--- config.mk ---
export PLATFORM = sky130hd
export DESIGN_NAME = sync_frame_receiver_checksum
export DESIGN_NICKNAME = d
export VERILOG_FILES = /design/src/rtl/core/srfc_pkg.sv /design/src/rtl/core/srfc_ram.sv /design/src/rtl/core/srfc_front.sv /design/src/rtl/core/srfc_cmdq.sv /design/src/rtl/core/srfc_back.sv /design/src/rtl/core/sync_frame_receiver_checksum.sv
export VERILOG_INCLUDE_DIRS = /design/src /design/src/rtl/core
export SDC_FILE = /design/constraint.sdc
export NUM_CORES = 1
export LEC_CHECK = 0
export ABC_AREA = 1
export BUFFER_PORTS_ARGS = -buffer_cell sky130_fd_sc_hd__buf_4
export CORE_AREA = 2 2 225 227
export CTS_CLUSTER_DIAMETER = 120
export CTS_CLUSTER_SIZE = 14
export DETAILED_ROUTE_END_ITERATION = 16
export DIE_AREA = 0 0 227 229
export PLACE_DENSITY = 0.82
export SLEW_MARGIN = 20
export SYNTH_ARGS = -nofsm -noshare
export SYNTH_HDL_FRONTEND = slang
export SYNTH_HIERARCHICAL = 1
export SYNTH_SLANG_ARGS = --single-unit
--- constraint.sdc ---
create_clock -name clk_i -period 10 [get_ports clk_i]
set_input_delay 2 -clock clk_i [delete_from_list [all_inputs] [get_ports clk_i]]
set_output_delay 2 -clock clk_i [all_outputs]
set_load 0.005 [all_outputs]
--- src/rtl/core/assert_macros.svh ---
// Assertion macros used by the top level of the frame receiver.
`ifndef ASSERT_MACROS_SVH
`define ASSERT_MACROS_SVH
`ifndef ASSERT_OFF
`define ASSERT_IMPLY(lbl, clk, rstn, ante, cons) \
  lbl: assert property (@(posedge clk) disable iff (!rstn) (ante) |-> (cons)) \
    else $error("implication check failed");
`define ASSERT_NEVER(lbl, clk, rstn, cond) \
  lbl: assert property (@(posedge clk) disable iff (!rstn) !(cond)) \
    else $error("forbidden condition seen");
`else
`define ASSERT_IMPLY(lbl, clk, rstn, ante, cons)
`define ASSERT_NEVER(lbl, clk, rstn, cond)
`endif
`endif

--- src/rtl/core/srfc_pkg.sv ---
// Types, constants and register codes of the sync frame receiver.
`default_nettype none
package srfc_pkg;

  localparam int MAX_FRAME  = 17;
  localparam int POS_W      = $clog2(MAX_FRAME);
  localparam int WP_W       = $clog2(MAX_FRAME + 1);
  localparam int ADDR_W     = POS_W + 1;
  localparam int RAM_DEPTH  = 2 ** ADDR_W;
  localparam int REM_W      = 9;
  localparam int BYTE_POS_W = 5;
  localparam int CMDQ_DEPTH = 2;
  localparam int CQ_PTR_W   = $clog2(CMDQ_DEPTH);
  localparam int CQ_CNT_W   = $clog2(CMDQ_DEPTH + 1);

  localparam logic [7:0] LEN_CAP = 8'(MAX_FRAME - 5);

  localparam logic [7:0] SYNC_FIRST_RST    = 8'hFA;
  localparam logic [7:0] SYNC_SECOND_RST   = 8'hAF;
  localparam logic [7:0] MODE_CHECKED_RST  = 8'hF1;
  localparam logic [7:0] MODE_TRAILING_RST = 8'hF2;
  localparam logic [3:0] MAX_PAYLOAD_RST   = 4'd12;

  typedef enum logic [2:0] {
    REG_SYNC_FIRST    = 3'd0,
    REG_SYNC_SECOND   = 3'd1,
    REG_MODE_CHECKED  = 3'd2,
    REG_MODE_TRAILING = 3'd3,
    REG_MAX_PAYLOAD   = 3'd4
  } reg_idx_e;

  typedef struct packed {
    logic [7:0] sync_first;
    logic [7:0] sync_second;
    logic [7:0] mode_checked;
    logic [7:0] mode_trailing;
    logic [3:0] max_payload;
  } cfg_t;

  typedef struct packed {
    logic              en;
    logic [ADDR_W-1:0] addr;
    logic [7:0]        data;
  } ram_wr_t;

  // drain request: which bank and how many bytes
  typedef struct packed {
    logic            valid;
    logic            bank;
    logic [WP_W-1:0] count;
  } cmd_t;

  typedef struct packed {
    logic valid;
    logic bank;
  } done_t;

  typedef struct packed {
    logic [7:0]            frame_byte;
    logic [BYTE_POS_W-1:0] byte_position;
    logic                  last_byte;
  } out_t;

endpackage
`default_nettype wire

--- src/rtl/core/srfc_ram.sv ---
// Generic single-write, single-read RAM with registered read data.
`default_nettype none
module srfc_ram #(
  parameter int WIDTH = 8,
  parameter int DEPTH = 64
) (
  input  wire logic                     clk_i,
  input  wire logic                     we_i,
  input  wire logic [$clog2(DEPTH)-1:0] waddr_i,
  input  wire logic [WIDTH-1:0]         wdata_i,
  input  wire logic                     re_i,
  input  wire logic [$clog2(DEPTH)-1:0] raddr_i,
  output logic      [WIDTH-1:0]         rdata_o
);

  logic [WIDTH-1:0] mem_q [DEPTH];

  always_ff @(posedge clk_i) begin
    if (we_i) begin
      mem_q[waddr_i] <= wdata_i;
    end
    if (re_i) begin
      rdata_o <= mem_q[raddr_i];
    end
  end

endmodule
`default_nettype wire

--- src/rtl/core/srfc_front.sv ---
// Front end: frame parser that stores frame bytes and issues drain requests.
`default_nettype none
module srfc_front (
  input  wire logic            clk_i,
  input  wire logic            rst_ni,
  input  wire logic            in_valid_i,
  input  wire logic [7:0]      rx_byte_i,
  input  wire srfc_pkg::cfg_t  cfg_i,
  output srfc_pkg::ram_wr_t    wr_o,
  output srfc_pkg::cmd_t       cmd_o,
  output logic                 bank_o
);

  typedef enum logic [3:0] {
    PH_HUNT, PH_SYNC2, PH_MODE, PH_LEN, PH_PAYLOAD, PH_CSUM,
    PH_T_SYNC1, PH_T_SYNC2, PH_T_MODE, PH_T_LEN, PH_T_BODY
  } phase_e;

  phase_e                         phase_q, phase_d;
  logic [srfc_pkg::WP_W-1:0]      wp_q, wp_d;
  logic [srfc_pkg::REM_W-1:0]     rem_q, rem_d;
  logic [7:0]                     sum_q, sum_d;
  logic [7:0]                     first_q, first_d;
  logic                           bank_q, bank_d;
  logic                           store, go_idle, restart, room;
  logic [7:0]                     limit;

  assign room  = (wp_q < srfc_pkg::WP_W'(srfc_pkg::MAX_FRAME));
  assign limit = ({4'b0, cfg_i.max_payload} > srfc_pkg::LEN_CAP) ? srfc_pkg::LEN_CAP
                                                                   : {4'b0, cfg_i.max_payload};

  always_comb begin
    phase_d = phase_q;
    wp_d    = wp_q;
    rem_d   = rem_q;
    sum_d   = sum_q;
    first_d = first_q;
    bank_d  = bank_q;
    store   = 1'b0;
    go_idle = 1'b0;
    restart = 1'b0;
    cmd_o   = '0;
    if (in_valid_i) begin
      case (phase_q)
        PH_HUNT: begin
          if (rx_byte_i == cfg_i.sync_first) begin
            store   = 1'b1;
            first_d = rx_byte_i;
            phase_d = PH_SYNC2;
          end
        end
        PH_SYNC2: begin
          if (rx_byte_i == cfg_i.sync_second) begin
            store   = 1'b1;
            phase_d = PH_MODE;
          end else if (rx_byte_i != cfg_i.sync_first) begin
            go_idle = 1'b1;
          end
        end
        PH_MODE: begin
          if (rx_byte_i == cfg_i.sync_first) begin
            restart = 1'b1;
          end else if (rx_byte_i == cfg_i.mode_checked) begin
            store   = 1'b1;
            phase_d = PH_LEN;
          end else begin
            go_idle = 1'b1;
          end
        end
        PH_LEN: begin
          if (rx_byte_i == cfg_i.sync_first) begin
            restart = 1'b1;
          end else if (rx_byte_i == 8'd0 || rx_byte_i > limit) begin
            go_idle = 1'b1;
          end else begin
            store   = 1'b1;
            rem_d   = srfc_pkg::REM_W'(rx_byte_i);
            phase_d = PH_PAYLOAD;
          end
        end
        PH_PAYLOAD: begin
          store = 1'b1;
          if (rem_q != '0) begin
            rem_d = rem_q - 1'b1;
          end
          if (rem_q <= srfc_pkg::REM_W'(1)) begin
            phase_d = PH_CSUM;
          end
        end
        PH_CSUM: begin
          if (rx_byte_i != sum_q) begin
            go_idle = 1'b1;
          end else begin
            store       = 1'b1;
            cmd_o.valid = 1'b1;
            cmd_o.bank  = bank_q;
            cmd_o.count = wp_q + 1'b1;
            bank_d      = ~bank_q;
            phase_d     = PH_T_SYNC1;
          end
        end
        PH_T_SYNC1: begin
          if (rx_byte_i == cfg_i.sync_first) phase_d = PH_T_SYNC2;
          else go_idle = 1'b1;
        end
        PH_T_SYNC2: begin
          if (rx_byte_i == cfg_i.sync_second) phase_d = PH_T_MODE;
          else go_idle = 1'b1;
        end
        PH_T_MODE: begin
          if (rx_byte_i == cfg_i.mode_trailing) phase_d = PH_T_LEN;
          else go_idle = 1'b1;
        end
        PH_T_LEN: begin
          rem_d   = srfc_pkg::REM_W'(rx_byte_i) + srfc_pkg::REM_W'(1);
          phase_d = PH_T_BODY;
        end
        PH_T_BODY: begin
          if (rem_q != '0) begin
            rem_d = rem_q - 1'b1;
          end
          if (rem_q <= srfc_pkg::REM_W'(1)) begin
            go_idle = 1'b1;
          end
        end
        default: go_idle = 1'b1;
      endcase
    end
    if (store) begin
      sum_d = sum_q + rx_byte_i;
      if (room) begin
        wp_d = wp_q + 1'b1;
      end
    end
    // sync_first in the header: position 0 keeps the earlier sync byte
    if (restart) begin
      phase_d = PH_SYNC2;
      wp_d    = srfc_pkg::WP_W'(1);
      sum_d   = first_q;
    end
    if (go_idle) begin
      phase_d = PH_HUNT;
      wp_d    = '0;
      rem_d   = '0;
      sum_d   = '0;
    end
  end

  assign wr_o.en   = store && room;
  assign wr_o.addr = {bank_q, wp_q[srfc_pkg::POS_W-1:0]};
  assign wr_o.data = rx_byte_i;
  assign bank_o    = bank_q;

  always_ff @(posedge clk_i or negedge rst_ni) begin
    if (!rst_ni) begin
      phase_q <= PH_HUNT;
      wp_q    <= '0;
      rem_q   <= '0;
      sum_q   <= '0;
      first_q <= '0;
      bank_q  <= 1'b0;
    end else begin
      phase_q <= phase_d;
      wp_q    <= wp_d;
      rem_q   <= rem_d;
      sum_q   <= sum_d;
      first_q <= first_d;
      bank_q  <= bank_d;
    end
  end

endmodule
`default_nettype wire

--- src/rtl/core/srfc_cmdq.sv ---
// Short queue of drain requests between the parser and the drain engine.
`default_nettype none
module srfc_cmdq (
  input  wire logic           clk_i,
  input  wire logic           rst_ni,
  input  wire srfc_pkg::cmd_t push_i,
  input  wire logic           pop_i,
  output srfc_pkg::cmd_t      head_o,
  output logic                empty_o
);

  srfc_pkg::cmd_t                 entry_q [srfc_pkg::CMDQ_DEPTH];
  logic [srfc_pkg::CQ_PTR_W-1:0]  wr_ptr_q, wr_ptr_d, rd_ptr_q, rd_ptr_d;
  logic [srfc_pkg::CQ_CNT_W-1:0]  cnt_q, cnt_d;
  logic                           do_pop;

  assign empty_o = (cnt_q == '0);
  assign do_pop  = pop_i && !empty_o;
  assign head_o  = entry_q[rd_ptr_q];

  always_comb begin
    wr_ptr_d = wr_ptr_q;
    rd_ptr_d = rd_ptr_q;
    cnt_d    = cnt_q;
    if (push_i.valid) begin
      wr_ptr_d = wr_ptr_q + 1'b1;
    end
    if (do_pop) begin
      rd_ptr_d = rd_ptr_q + 1'b1;
    end
    if (push_i.valid && !do_pop) cnt_d = cnt_q + 1'b1;
    else if (!push_i.valid && do_pop) cnt_d = cnt_q - 1'b1;
  end

  always_ff @(posedge clk_i) begin
    if (push_i.valid) begin
      entry_q[wr_ptr_q] <= push_i;
    end
  end

  always_ff @(posedge clk_i or negedge rst_ni) begin
    if (!rst_ni) begin
      wr_ptr_q <= '0;
      rd_ptr_q <= '0;
      cnt_q    <= '0;
    end else begin
      wr_ptr_q <= wr_ptr_d;
      rd_ptr_q <= rd_ptr_d;
      cnt_q    <= cnt_d;
    end
  end

endmodule
`default_nettype wire

--- src/rtl/core/srfc_back.sv ---
// Back end: reads a verified frame from the store and queues its bytes for output.
`default_nettype none
module srfc_back (
  input  wire logic                          clk_i,
  input  wire logic                          rst_ni,
  input  wire srfc_pkg::cmd_t                cmd_i,
  input  wire logic                          cmd_empty_i,
  output logic                               cmd_pop_o,
  output logic                               rd_en_o,
  output logic [srfc_pkg::ADDR_W-1:0]        rd_addr_o,
  input  wire logic [7:0]                    rd_data_i,
  output srfc_pkg::done_t                    done_o,
  input  wire logic                          pop_i,
  output srfc_pkg::out_t                     out_o,
  output logic                               empty_o
);

  typedef enum logic {B_IDLE, B_READ} back_state_e;

  back_state_e                    state_q;
  logic                           bank_q;
  logic [srfc_pkg::WP_W-1:0]      cnt_q;
  logic [srfc_pkg::POS_W-1:0]     k_q;
  logic                           infl_q;
  logic [srfc_pkg::BYTE_POS_W-1:0] meta_pos_q;
  logic                           meta_last_q;
  srfc_pkg::out_t                 fifo_q [2];
  logic                           wr_ptr_q, rd_ptr_q;
  logic [1:0]                     occ_q;
  logic [2:0]                     total;
  logic                           issue, is_last, do_pop;

  assign do_pop  = pop_i && !empty_o;
  assign empty_o = (occ_q == 2'd0);
  assign out_o   = fifo_q[rd_ptr_q];

  // keep queued plus in-flight bytes within the two output slots
  assign total   = 3'(occ_q) + 3'(infl_q);
  assign issue   = (state_q == B_READ) && ((total < 3'd2) || do_pop);
  assign is_last = (srfc_pkg::WP_W'(k_q) + 1'b1) == cnt_q;

  assign cmd_pop_o    = (state_q == B_IDLE) && !cmd_empty_i;
  assign rd_en_o      = issue;
  assign rd_addr_o    = {bank_q, k_q};
  assign done_o.valid = issue && is_last;
  assign done_o.bank  = bank_q;

  always_ff @(posedge clk_i) begin
    if (infl_q) begin
      fifo_q[wr_ptr_q] <= '{frame_byte: rd_data_i, byte_position: meta_pos_q,
                            last_byte: meta_last_q};
    end
    if (issue) begin
      meta_pos_q  <= srfc_pkg::BYTE_POS_W'(k_q);
      meta_last_q <= is_last;
    end
    if (cmd_pop_o) begin
      bank_q <= cmd_i.bank;
      cnt_q  <= cmd_i.count;
    end
  end

  always_ff @(posedge clk_i or negedge rst_ni) begin
    if (!rst_ni) begin
      state_q  <= B_IDLE;
      k_q      <= '0;
      infl_q   <= 1'b0;
      wr_ptr_q <= 1'b0;
      rd_ptr_q <= 1'b0;
      occ_q    <= 2'd0;
    end else begin
      infl_q <= issue;
      if (infl_q) wr_ptr_q <= ~wr_ptr_q;
      if (do_pop) rd_ptr_q <= ~rd_ptr_q;
      if (infl_q && !do_pop) occ_q <= occ_q + 2'd1;
      else if (!infl_q && do_pop) occ_q <= occ_q - 2'd1;
      case (state_q)
        B_IDLE: begin
          if (cmd_pop_o) begin
            state_q <= B_READ;
            k_q     <= '0;
          end
        end
        B_READ: begin
          if (issue) begin
            if (is_last) state_q <= B_IDLE;
            else k_q <= k_q + 1'b1;
          end
        end
        default: state_q <= B_IDLE;
      endcase
    end
  end

endmodule
`default_nettype wire

--- src/rtl/core/sync_frame_receiver_checksum.sv ---
// Top level of the sync frame receiver with additive checksum.
//
//  channel  | handshake          | payload
//  ---------+--------------------+-------------------------------------------
//  input    | push / full        | rx_byte_i
//  result   | empty / pop        | frame_byte_o, byte_position_o, last_byte_o
//  config   | cfg_we_i           | cfg_idx_i, cfg_wdata_i
//
// The parser takes one byte per cycle; a byte stalls (full) only while the store
// bank it would fill still waits to be drained, two frames being held at most.
// A verified frame of n bytes drains at one result per cycle while results are
// popped, the first one after a registered store read; the single read port sets
// that rate. Reset returns to hunting with both banks free; no clearing pass.
// A stalled result keeps its bank busy, so the parser stalls once both banks wait.
`default_nettype none
`include "assert_macros.svh"
module sync_frame_receiver_checksum (
  input  wire logic                              clk_i,
  input  wire logic                              rst_ni,
  input  wire logic                              push,
  output logic                                   full,
  input  wire logic [7:0]                        rx_byte_i,
  output logic                                   empty,
  input  wire logic                              pop,
  output logic [7:0]                             frame_byte_o,
  output logic [srfc_pkg::BYTE_POS_W-1:0]        byte_position_o,
  output logic                                   last_byte_o,
  input  wire logic                              cfg_we_i,
  input  wire logic [2:0]                        cfg_idx_i,
  input  wire logic [7:0]                        cfg_wdata_i
);

  srfc_pkg::cfg_t    cfg_q;
  srfc_pkg::ram_wr_t wr;
  srfc_pkg::cmd_t    cmd, cmd_head;
  srfc_pkg::done_t   done;
  srfc_pkg::out_t    res;
  logic [1:0]        busy_q, busy_d;
  logic              front_bank, accept, cmd_empty, cmd_pop;
  logic              rd_en;
  logic [srfc_pkg::ADDR_W-1:0] rd_addr;
  logic [7:0]        rd_data;

  assign full   = busy_q[front_bank];
  assign accept = push && !full;

  always_ff @(posedge clk_i or negedge rst_ni) begin
    if (!rst_ni) begin
      cfg_q.sync_first    <= srfc_pkg::SYNC_FIRST_RST;
      cfg_q.sync_second   <= srfc_pkg::SYNC_SECOND_RST;
      cfg_q.mode_checked  <= srfc_pkg::MODE_CHECKED_RST;
      cfg_q.mode_trailing <= srfc_pkg::MODE_TRAILING_RST;
      cfg_q.max_payload   <= srfc_pkg::MAX_PAYLOAD_RST;
    end else if (cfg_we_i) begin
      case (cfg_idx_i)
        srfc_pkg::REG_SYNC_FIRST:    cfg_q.sync_first    <= cfg_wdata_i;
        srfc_pkg::REG_SYNC_SECOND:   cfg_q.sync_second   <= cfg_wdata_i;
        srfc_pkg::REG_MODE_CHECKED:  cfg_q.mode_checked  <= cfg_wdata_i;
        srfc_pkg::REG_MODE_TRAILING: cfg_q.mode_trailing <= cfg_wdata_i;
        srfc_pkg::REG_MAX_PAYLOAD:   cfg_q.max_payload   <= cfg_wdata_i[3:0];
        default: ;
      endcase
    end
  end

  // a bank is owned by the drain side from checksum match until its last read
  always_comb begin
    busy_d = busy_q;
    if (cmd.valid) busy_d[cmd.bank] = 1'b1;
    if (done.valid) busy_d[done.bank] = 1'b0;
  end

  always_ff @(posedge clk_i or negedge rst_ni) begin
    if (!rst_ni) busy_q <= '0;
    else busy_q <= busy_d;
  end

  srfc_front u_front (
    .clk_i      (clk_i),
    .rst_ni     (rst_ni),
    .in_valid_i (accept),
    .rx_byte_i  (rx_byte_i),
    .cfg_i      (cfg_q),
    .wr_o       (wr),
    .cmd_o      (cmd),
    .bank_o     (front_bank)
  );

  srfc_ram #(
    .WIDTH (8),
    .DEPTH (srfc_pkg::RAM_DEPTH)
  ) u_store (
    .clk_i   (clk_i),
    .we_i    (wr.en),
    .waddr_i (wr.addr),
    .wdata_i (wr.data),
    .re_i    (rd_en),
    .raddr_i (rd_addr),
    .rdata_o (rd_data)
  );

  srfc_cmdq u_cmdq (
    .clk_i   (clk_i),
    .rst_ni  (rst_ni),
    .push_i  (cmd),
    .pop_i   (cmd_pop),
    .head_o  (cmd_head),
    .empty_o (cmd_empty)
  );

  srfc_back u_back (
    .clk_i       (clk_i),
    .rst_ni      (rst_ni),
    .cmd_i       (cmd_head),
    .cmd_empty_i (cmd_empty),
    .cmd_pop_o   (cmd_pop),
    .rd_en_o     (rd_en),
    .rd_addr_o   (rd_addr),
    .rd_data_i   (rd_data),
    .done_o      (done),
    .pop_i       (pop),
    .out_o       (res),
    .empty_o     (empty)
  );

  assign frame_byte_o    = res.frame_byte;
  assign byte_position_o = res.byte_position;
  assign last_byte_o     = res.last_byte;

  `ASSERT_IMPLY(a_cmd_free_bank, clk_i, rst_ni, cmd.valid, !busy_q[cmd.bank])
  `ASSERT_IMPLY(a_done_busy_bank, clk_i, rst_ni, done.valid, busy_q[done.bank])
  `ASSERT_NEVER(a_no_write_busy, clk_i, rst_ni, wr.en && busy_q[wr.addr[srfc_pkg::ADDR_W-1]])

endmodule
`default_nettype wire

==> key figures, run 1 <==
Die
  • Rows: 82
  • Die Ht: 229 um
  • Core area: 49700 um^2
  • Die Wd: 227 um
  • Num ports: 40
  • Initial core utilization: 0.592
  • Die footprint: 52000 um^2

Power
  • Internal: 0.00485 W
  • Max VDD drop: 165 uV
  • NetSw: 0.00273 W
  • Power per cell area: 244 nW/um^2
  • Net Sw Frac: 0.360
  • Leakage power: 12.0 nW
  • Flop pwr share: 0.442
  • Total power: 0.00759 W
  • Clk pwr share: 0.252
  • Comb pwr share: 0.306

GRT
  • Antenna violations before repair: 0
  • Met2 usage: 0.438
  • Gr usage total: 0.272
  • Vias in the first global route: 19800
  • First-pass GRT wire length: 108000 um
  • Pin count of the biggest net entering global routing: 154
  • GRT overflow: 0
  • Grt met3 use: 0.0489
  • Most Used Layer, Global Route: met2
  • Met1 Use GR: 0.366

Worst setup path
  • Critical path class: in2reg
  • Worst Reg-to-Reg Cells: 16
  • CP arrival: 6.37 ns
  • CP max stage cell: nor2_1
  • CP peak stage delay: 0.96 ns
  • WP buf/inv: 4
  • R2R Setup Slk: 5.63 ns
  • Crit path max fanout: 52
  • RR Endpoint: u_store/mem_q[38][6]
  • Startpoint Class: primary input
  • Crit-path cells: buf_4, buf_4, ha_1, inv_1, nand3_1, nor2_1, nand3_1, nand3_1, nor2_1, nand2_2, nand3_2, inv_2, nand4_1, nor2_1
  • Reg2reg start: cfg_q[3]
  • Worst path top cell family by delay: simple AND/OR/NAND/NOR gates
  • Critical Path End Type: flip-flop
  • Req. time, crit path: 10.24 ns

Clock network
  • Max clock buf depth: 3
  • CTS Buf Count: 53
  • Clk sinks: 660
  • Clk_lat worst skew: 0.63 ns
  • Post-CTS Setup Bufs: 0
  • CTS Hold Bufs: 0
  • CTS tree: done
  • Post-CTS sizing: 0
  • H-Tree Depth: 2
  • Clk root buf: clkbuf_16
  • Clock transition at the registers of the reported paths: 0.06 ns

Cells and area
  • Fill cells: 3726
  • Layout cells sized above 1: 0.0773
  • Sequential Area: 19400 um^2
  • Post-Layout Cell Count: 3429
  • Multi-input logic area: 8470 um^2
  • Area Overhead vs Synth: 5.91%
  • NumNets Final: 2775

Timing
  • Clock skew: 0.0256 ns
  • Period minus WS final: 6.13 ns
  • Max Clk Rate: 163 MHz
  • Unrepaired setup endpoints after global routing: false
  • Hold Vio Cnt, Final: 0
  • Slew Viols, Final: 0
  • Period utilization: 0.613
  • Final WS setup: 3.87 ns
  • Final setup violation count: 0
  • Final setup TNS: 0 ns
  • Max_slew headroom: 0.227
  • Worst Tran Pin Value: 1.16 ns

Worst hold path
  • Worst Hold Path EP: u_back/fifo_q[1][5]
  • HP Class: reg2reg
  • Hold Startpoint: u_back/meta_pos_q[4]
  • Hold depth: 0

Drt
  • DR WL/cell: 20.5 um
  • Total number of vias: 20700
  • DR DRC count: 0
  • DRT antenna net count: 0
  • Vias per cell: 6.03
  • Routed WL: 70300 um
  • Initial DRC Count: 3054
  • 1st-pass router iterations: 6

Run status
  • Status: finished, final reports clean

Placement
  • Placed cells: 3348
  • PortBufs: 39
  • DPL Wire Length: 42500 um
  • DP Worst Slack: 3.46 ns
  • Gpl congestion: 0.970

Synthesis
  • Post-Syn Instances: 2761
  • Synth warnings: 6
  • Synth Net Count: 2805
  • Mapped Area: 29400 um^2
  • Syn_area_per_cell: 10.6 um^2

Run
  • Maxcap violations: 0
[power by group through the flow]
stage / sequential, W / combinational (W) / clock (W)
global placement: 0.00339 / 0.00218 / 0
global route: 0.00337 / 0.00252 / 0.00204
finish: 0.00335 / 0.00232 / 0.00191
CTS: 0.00335 / 0.00225 / 0.00193
floorplan: 0.00331 / 0.00178 / 0
detailed placement: 0.00340 / 0.00223 / 0
[worst reg2reg max path: stages (launching register included)]
cell and delay [ns]:
dfstp_2 0.54, inv_1 0.06, o21ai_0 0.17, ha_1 0.27
nand2_1 0.07, nand2_1 0.06, nand2_1 0.06, nand2_1 0.05
nand2_1 0.06, nand2_1 0.11, nor2_1 0.11, o21ai_1 0.09
nand2_2 0.12, nand3_2 0.10, inv_2 0.22, nand4_1 0.94
nor2_1 0.96
[registers in the layout, summed over array words and instances, names as in the netlist, 2 cells and up]
register           flops
u_back/k_q             5
u_back/cnt_q           5
u_store/mem_q        512
u_back/meta_pos_q      5
u_front/first_q        8
u_back/fifo_q         28
u_cmdq/cnt_q           2
u_front/phase_q        4
u_front/wp_q           5
u_front/rem_q          9
u_store/rdata_o        8
busy_q                 2
u_front/sum_q          8
u_back/occ_q           2
cfg_q                 36
u_cmdq/entry_q        12
[per-layer routing]
| layer | up-vias | routed length [um] |
|---|---|---|
| met5 | - | 0 |
| met2 | 1310 | 33100 |
| li1 | 9368 | - |
| met3 | 218 | 7520 |
| met4 | 0 | 3030 |
| met1 | 9765 | 26700 |
[final cells by class]
cell class,instances,area share
inverter,116,0.0144
clock inverter,4,0.00169
antenna,1,0.0000804
multi-input combinational,1839,0.272
clock buffer,76,0.0461
sequential,660,0.624
tap,672,0.0270
timing repair buffer,61,0.0147
[cells in the final DEF, fill, tap and decap left out, types with 14 or more instances in the layout]
cell       instances
inv_1             95
nor2_1           118
dfstp_2           24
clkbuf_1          22
ha_1              19
a21oi_1           17
xor2_1            16
clkbuf_16         54
xnor2_1           26
inv_2             14
buf_4             61
o21ai_0           26
nand3_1          515
nand4_1           32
dfrtp_1           61
edfxtp_1         572
nand2_1          974
[worst max path at each step]
stage,slack [ns],cells past startpoint,end,startpoint
after floorplan,5.07,13,u_store/mem_q[48][0],rx_byte_i[3]
after global placement,3.51,14,u_store/mem_q[46][4],rx_byte_i[2]
after detailed placement,3.46,14,u_store/mem_q[38][3],rx_byte_i[2]
after CTS,4.14,14,u_store/mem_q[38][5],rx_byte_i[5]
after global routing,3.77,14,u_store/mem_q[38][5],rx_byte_i[2]
final,3.87,14,u_store/mem_q[38][6],rx_byte_i[5]
[stage by stage]
step	hold slack [ns]	cell area [um^2]	util
CTS	0.443	31100	0.627
global placement	0.423	29600	0.596
detailed placement	0.430	29600	0.597
finish	0.444	31100	0.627
global route	0.446	31100	0.627
floorplan	0.421	29400	-
Power figures use the tool's default switching activity.
==> run 2, diff against run 1 <==
Settings changed: CORE_AREA 2 2 225 227 to 2 2 231 233, DIE_AREA 0 0 227 229 to 0 0 233 235, PLACE_DENSITY 0.82 to 0.81.
Clock period 10 ns to 5.4 ns, I/O delays scaled along.
==> key figures, run 2 (same netlist as run 1, synthesis figures left out) <==
Run status
  • Status: finished, final reports clean

GRT
  • Vias in the first global route: 20200
  • Gr usage total: 0.255
  • Antenna violations before repair: 0
  • Pin count of the biggest net entering global routing: 159
  • GRT overflow: 0
  • First-pass GRT wire length: 109000 um

Clock network
  • Clock transition at the registers of the reported paths: 0.07 ns
  • CTS tree: done
  • H-Tree Depth: 2
  • Max clock buf depth: 3
  • Clk root buf: clkbuf_16
  • Post-CTS Setup Bufs: 0
  • CTS Hold Bufs: 0
  • CTS Buf Count: 53
  • Clk sinks: 660
  • Post-CTS sizing: 0
  • Clk_lat worst skew: 0.62 ns

Timing
  • Period minus WS final: 4.02 ns
  • Clock skew: 0.0507 ns
  • Unrepaired setup endpoints after global routing: false
  • Slew Viols, Final: 0
  • Period utilization: 0.744
  • Final setup TNS: 0 ns
  • Max_slew headroom: 0.346
  • Max Clk Rate: 249 MHz
  • Worst Tran Pin Value: 0.982 ns
  • Hold Vio Cnt, Final: 0
  • Final setup violation count: 0

Placement
  • Placed cells: 3412
  • PortBufs: 39
  • Gpl congestion: 0.922
  • DPL Wire Length: 43100 um

Worst setup path
  • Req. time, crit path: 5.62 ns
  • CP arrival: 4.24 ns
  • CP peak stage delay: 0.55 ns
  • Startpoint Class: flip-flop
  • Crit path max fanout: 13
  • CP max stage cell: nand4_1
  • CP most frequent cell: nand2_1
  • Critical Path End Type: flip-flop
  • Crit-path cells: inv_1, o21ai_0, ha_1, nand2_1, nand2_1, nand2_1, nand2_1, nand2_1, nand2_1, nor2_1, o21ai_1, nand2_2, nand3_2, inv_2, nand4_1, buf_4, nor2_1
  • Critical path class: reg2reg

Drt
  • 1st-pass router iterations: 6
  • Initial DRC Count: 2688
  • DR DRC count: 0
  • Vias per cell: 5.95
  • DR WL/cell: 20.1 um
  • DRT antenna net count: 0
  • Total number of vias: 20800
  • Routed WL: 70400 um

Cells and area
  • Layout cells sized above 1: 0.0923
  • Area Overhead vs Synth: 7.25%
  • Multi-input logic area: 8470 um^2
  • Max reg flops: 512
  • Biggest regs: u_store/mem_q x512, cfg_q x36, u_back/fifo_q x28
  • Largest register by flop count: u_store/mem_q
  • Commonest non-fill, non-tap cell in the layout: nand2_1
  • Post-Layout Cell Count: 3494
  • Sequential Area: 19400 um^2
  • Most frequent cells in the layout: nand2_1, edfxtp_1, nand3_1
  • NumNets Final: 2823
  • Fill cells: 3928

Power
  • Max VDD drop: 382 uV
  • Flop pwr share: 0.446
  • Internal: 0.00899 W
  • Leakage power: 12.2 nW
  • Power per cell area: 445 nW/um^2
  • Comb pwr share: 0.302
  • Net Sw Frac: 0.360
  • Clk pwr share: 0.251
  • NetSw: 0.00505 W

Run
  • Maxcap violations: 0

Die
  • Rows: 84
  • Die Wd: 233 um
  • Die Ht: 235 um
  • Num ports: 40
  • Die footprint: 54800 um^2
  • Initial core utilization: 0.563
  • Core area: 52200 um^2

Worst hold path
  • HP Class: in2async
run 2: cell count changes in the layout (fill, tap and decap cells not counted), sizes merged:
| cell | before | now |
|---|---|---|
| buf | 61 | 109 |
| clkinv | 7 | 6 |
| inv | 113 | 114 |
| clkbuf | 76 | 77 |
run 2: per-layer routing:
layer | global-route usage | vias to the layer above | routed length, um
li1 | - | 9442 | -
met1 | 0.331 | 9944 | 26500
met2 | 0.426 | 1172 | 34600
met3 | 0.0513 | 229 | 6650
met4 | 0.0907 | 0 | 2610
met5 | 0 | - | 0
run 2: final cells by class:
| class | instances | share of cell area |
|---|---|---|
| Tap cell | 688 | 0.0273 |
| Sequential cell | 660 | 0.616 |
| Clock inverter | 4 | 0.00171 |
| Timing Repair Buffer | 109 | 0.0264 |
| Antenna cell | 1 | 0.0000794 |
| Inverter | 116 | 0.0144 |
| Clock buffer | 77 | 0.0456 |
| Multi-Input combinational cell | 1839 | 0.269 |
run 2: power groups by stage:
stage	registers (W)	clock network, W	logic [W]
2_1_floorplan	0.00612	0	0.00330
3_3_place_gp	0.00634	0	0.00396
3_5_place_dp	0.00636	0	0.00411
4_1_cts	0.00626	0.00357	0.00413
5_1_grt	0.00630	0.00377	0.00460
6_report	0.00627	0.00353	0.00424
run 2: through the flow:
stage / hold slack (ns) / total power [W] / utilization / cell area (um^2) / setup slack, ns
after global routing: 0.465 / 0.0147 / 0.603 / 31500 / 1.20
after global placement: 0.424 / 0.0103 / 0.575 / 30000 / 1.06
after detailed placement: 0.432 / 0.0105 / 0.575 / 30000 / 0.946
final: 0.452 / 0.0140 / 0.603 / 31500 / 1.38
after floorplan: 0.421 / 0.00942 / - / 29400 / 1.39
after CTS: 0.453 / 0.0140 / 0.603 / 31500 / 1.49
run 2: final timing paths:
path                            slack, ns                   end  cells past startpoint               start
min in group clk_i                   0.45  u_back/fifo_q[0][11]                      0  u_store/rdata_o[5]
worst max register to register       1.38  u_store/mem_q[19][3]                     17            cfg_q[2]
max in group asynchronous            3.92              cfg_q[3]                      2              rst_ni
worst max-delay path                 1.38  u_store/mem_q[19][3]                     17            cfg_q[2]
worst min register to register       0.45  u_back/fifo_q[0][11]                      0  u_store/rdata_o[5]
worst min-delay path                 0.45      u_front/sum_q[0]                      1              rst_ni
run 2: critical path, delay by kind of cell, from the launching register on:
family,cells,cell delay (ns)
compound gates,2,0.28
fa+ha+maj,1,0.28
buf+inv,3,0.67
flops,1,0.54
simple gates,11,1.83
